**src/hdl/extent_map_translate_core_assert.svh**
```systemverilog
// Assertion macros for the extent map translator
`ifndef EXTENT_MAP_TRANSLATE_CORE_ASSERT_SVH
`define EXTENT_MAP_TRANSLATE_CORE_ASSERT_SVH
// Check that a property holds on every clock edge out of reset
`define EMT_ASSERT(label, prop, msg) \
	label: assert property (@(posedge clk) disable iff (!arst_n) (prop)) else $error(msg);
// Check an implication from an antecedent to a consequent in the next cycle
`define EMT_ASSERT_NEXT(label, ante, cons, msg) \
	label: assert property (@(posedge clk) disable iff (!arst_n) (ante) |=> (cons)) \
		else $error(msg);
`endif

```
**src/hdl/emt_ram.sv**
```systemverilog
module emt_ram #(
	parameter int WIDTH = 8,
	parameter int DEPTH = 16
) (
	input  logic                     clk,
	input  logic                     we,
	input  logic [$clog2(DEPTH)-1:0] waddr,
	input  logic [WIDTH-1:0]         wdata,
	input  logic [$clog2(DEPTH)-1:0] raddr,
	output logic [WIDTH-1:0]         rdata
);
	logic [WIDTH-1:0] mem [DEPTH];

	// write port and registered read port
	always_ff @(posedge clk) begin
		if (we) begin
			mem[waddr] <= wdata;
		end
		rdata <= mem[raddr];
	end
endmodule

```
**config.mk**
```make
export PLATFORM = sky130hd
export DESIGN_NAME = emt_ram
export DESIGN_NICKNAME = d
export VERILOG_FILES = /design/src/hdl/extent_map_translate_core_assert.svh /design/src/hdl/emt_ram.sv
export SDC_FILE = /design/constraint.sdc
export NUM_CORES = 1
export LEC_CHECK = 0
export ABC_AREA = 0
export ABC_CLOCK_PERIOD_IN_PS = 4720
export BUFFER_PORTS_ARGS = -buffer_cell sky130_fd_sc_hd__buf_2
export CAP_MARGIN = 20
export CORE_MARGIN = 4
export CORE_UTILIZATION = 55
export CTS_CLUSTER_DIAMETER = 50
export DETAILED_ROUTE_END_ITERATION = 7
export HOLD_SLACK_MARGIN = 0.06
export PLACE_DENSITY_LB_ADDON = 0.25
export REMOVE_ABC_BUFFERS = 1
export SYNTH_ARGS = -nofsm -noshare
export SYNTH_HDL_FRONTEND = slang
export SYNTH_SLANG_ARGS = --single-unit
```
**constraint.sdc**
```tcl
create_clock -name clk -period 4.72 [get_ports clk]
set_input_delay 0.944 -clock clk [delete_from_list [all_inputs] [get_ports clk]]
set_output_delay 0.944 -clock clk [all_outputs]
set_load 0.03 [all_outputs]
```
* After elaboration in Yosys (flattened, before gate mapping) *
Memories as Yosys holds them, arrays and structs flattened. A register that Yosys moved wholly into a read port is not among the register bits.
Cells that the tools add are included.

word-level totals
  register bits after elaboration = 0
  memories kept = 1
  output and inout port bits = 8
  word-level logic and storage cells = 3
  bits of input ports = 18
  bits in writable memories = 128

memory list
  memory  words  bits a word  read ports  clocked after memory_dff  wr ports  RTL line       text
  mem     16     8            1           1                         1         emt_ram.sv:12  logic [WIDTH-1:0] mem [DEPTH];

cells by class
  mux-type cells = 2

operator list
  operator           number
  two-way mux 1 bit  2

* Logic depth before layout (Yosys ltp) *
  word-level depth = 2
  depth in mapped cells = 5
  gate-level depth less buffers = 3

* Least setup slack after synthesis *
No wires, ideal clock.

  kind = in2reg
  start point = in waddr[2]
  end point = mem mem[0][0], enable pin
  path slack = 2.283 ns
  data required time = 4.337 ns
  path buffers = 0
  arrival time = 2.054 ns
  cell stages on the path = 2
  path through = or3b_2 -> nor3_1

RTL lines
  what         RTL line       text
  from (decl)  emt_ram.sv:7   input logic [$clog2(DEPTH)-1:0] waddr,
  to (decl)    emt_ram.sv:12

No word-level cell before the write port.

==> summary.md <==
| Metric | Value |
|---|---|
| Status | finished clean |
| Crit share post-route | 0.498 |
| Initial antenna violation count | 0 |
| Max VDD drop | 0.000296 V |
| RR Startpoint | mem[10][1] |
| Post-Syn Area per Cell | 22.5 um^2 |
| Max-Cap Viols | 0 |
| CP Buf/Inv Count | 2 |
| CP startpoint | raddr[0] |
| Io pins | 26 |
| H-tree depth | 4 |
| Die ar. | 11000 um^2 |
| 1st-iter DRT viols | 187 |
| Final Hold Fails | 0 |
| Post-cts sizing count | 0 |
| Syn Inst Count | 229 |
| Final setup vio count | 0 |
| Most frequent cells in the layout | edfxtp_1, buf_2, mux4_2 |
| First-pass GRT wire length | 14800 um |
| Final Max Tran Viols | 0 |
| Die W | 105 um |
| Clk slew on worst S/H paths | 0.06 ns |
| Worst EP required | 5.12 ns |
| Crit path largest cell delay | 0.75 ns |
| Delay-heaviest family, CP | buffers and inverters |
| Slack of the critical path | 2.37 ns |
| Most common cell after layout, fill and taps aside | edfxtp_1 |
| Tmin final | 2.35 ns |
| Placed Instances | 359 |
| Synth unique cells | 19 |
| Worst path slowest cell | buf_2 |
| Leakage | 1.98 nW |
| Final cell count without fillers | 390 |
| Max_slew headroom | 0.313 |
| DRC | 0 |
| Initial core utilization | 0.560 |
| Post-Route Utilization | 0.644 |
| Pwr dens | 460 nW/um^2 |
| Final Hold Slack | 0.673 ns |
| Cts hold-fix bufs | 0 |
| # nets final | 285 |
| Largest net degree at the start of global routing | 33 |
| CP arrival | 2.75 ns |
| Post-Place Worst Slack | 1.78 ns |
| Wire per inst | 24.2 um |
| Worst path depth | 5 |
| Die Y | 105 um |
| Vias in the first global route | 2433 |
| FF+latch count, synth | 136 |
| Layout cells sized above 1 | 0.287 |
| GP Congestion | 0.701 |
| Final ANT Viol Nets | 0 |
| CTS sink cnt | 136 |
| Crit-path max FO | 30 |
| GR Util All Layers | 0.191 |
| Final wirelength | 9460 um |
| Critical path capture point type | flip-flop |
| TritonCTS buffer count | 17 |
| Ant diodes | 0 |
| CP cell instances | buf_2 -> buf_4 -> mux4_2 -> a22oi_1 -> nand2_1 |
| Vias per cell | 6.01 |
| Hold Startpoint | mem[15][4] |
| Area delta synth->final | 15.1% |
| Least-Margin Pin Slew | 1.03 ns |
| YS warnings | 0 |
| Port Buf Inserts | 25 |
| Setup TNS | 0 ns |
| CTS root buf | clkbuf_8 |
| Max frequency | 425 MHz |
| WS Path Type | in -> reg |
| Worst-Skew Late Latency | 0.51 ns |
| Worst Hold Path Cells | 3 |
| Drt first pass iters | 4 |
| TritonCTS clock tree | built |
| Post-Syn Area | 5150 um^2 |
| Clock Tree Buf Depth | 2 |
| Gr ovfl total | 0 |
| # rows | 35 |
| Via Count | 2343 |
| Sequential area share after synthesis | 0.778 |
| Worst r2r path cells | 3 |
| HP Class | reg -> reg |
| Worst setup SP type | input port |
| RSZ-0062 raised after global routing | no |
| Hpwl dp | 5600 um |
| Core area | 9200 um^2 |
| Final Skew | 0.0110 ns |
| Post-CTS Setup Bufs | 0 |
-- logic make-up (layout without fill, tap and decap cells) --
group,after synthesis,in the layout,share of synthesized area
compound gates,16,16,0.0233
flops,136,136,0.778
mux,32,32,0.150
simple gates,35,35,0.0318
buf+inv,10,60,0.0168
-- where the power goes --
group          total, mW  internal [mW]  switching (mW)
clock               1.23          0.751           0.483
combinational      0.132         0.0492          0.0833
sequential          1.36           1.35         0.00815
total               2.72           2.15           0.574
-- metrics by stage --
step / power [mW] / cell area (um^2)
2_1_floorplan: 1.45 / 5060
3_3_place_gp: 1.51 / 5350
3_5_place_dp: 1.52 / 5360
4_1_cts: 2.74 / 5930
5_1_grt: 2.82 / 5930
6_report: 2.72 / 5930
-- synth_stat cells --
cell type / count / share of area
mux4_1: 14 / 0.071
nor2_1: 13 / 0.0095
nand3b_1: 2 / 0.0029
and2b_1: 1 / 0.0015
edfxtp_1: 128 / 0.75
dfxtp_1: 8 / 0.031
buf_4: 1 / 0.0015
buf_6: 3 / 0.0066
nor3_1: 4 / 0.0039
and2_1: 1 / 0.0012
or3b_2: 1 / 0.0017
mux4_2: 18 / 0.079
nand2_1: 9 / 0.0066
buf_2: 3 / 0.0029
nor2b_1: 1 / 0.0012
clkdlybuf4s25_2: 3 / 0.0058
nand2b_1: 2 / 0.0024
a22oi_1: 16 / 0.023
nand3_1: 1 / 0.00097
-- metal layers --
metal	global-route usage	routed length, um	part of all wire	vias to the layer above
met2	0.290	4710	0.50	85
met3	0.0581	675	0.071	2
li1	-	-	-	1048
met4	0.0590	35	0.0037	0
met1	0.271	4040	0.43	1208
met5	0	0	0	-
-- path summary, 6_finish.rpt --
| path | end | slack, ns |
|---|---|---|
| min reg2reg | rdata[4] | 0.67 |
| max reg2reg | rdata[1] | 3.37 |
| max | rdata[4] | 2.37 |
| min | rdata[4] | 0.67 |
-- registers in the layout (all words and copies together), names as in the netlist --
name   count
rdata      8
mem      128
-- worst register-to-register path, cell delays in order (launching register included) --
cell	delay, ns
edfxtp_1	0.38
mux4_1	0.54
a22oi_1	0.26
nand2_1	0.07
-- layout make-up --
cell class	instances	area, um^2
sequential	136	4000
clock buffer	17	414
tap	111	139
clock inverter	14	153
timing repair buffer	29	155
multi-input combinational	83	1060
fill	626	3270
Note: power is estimated with default switching activity, not from simulation.
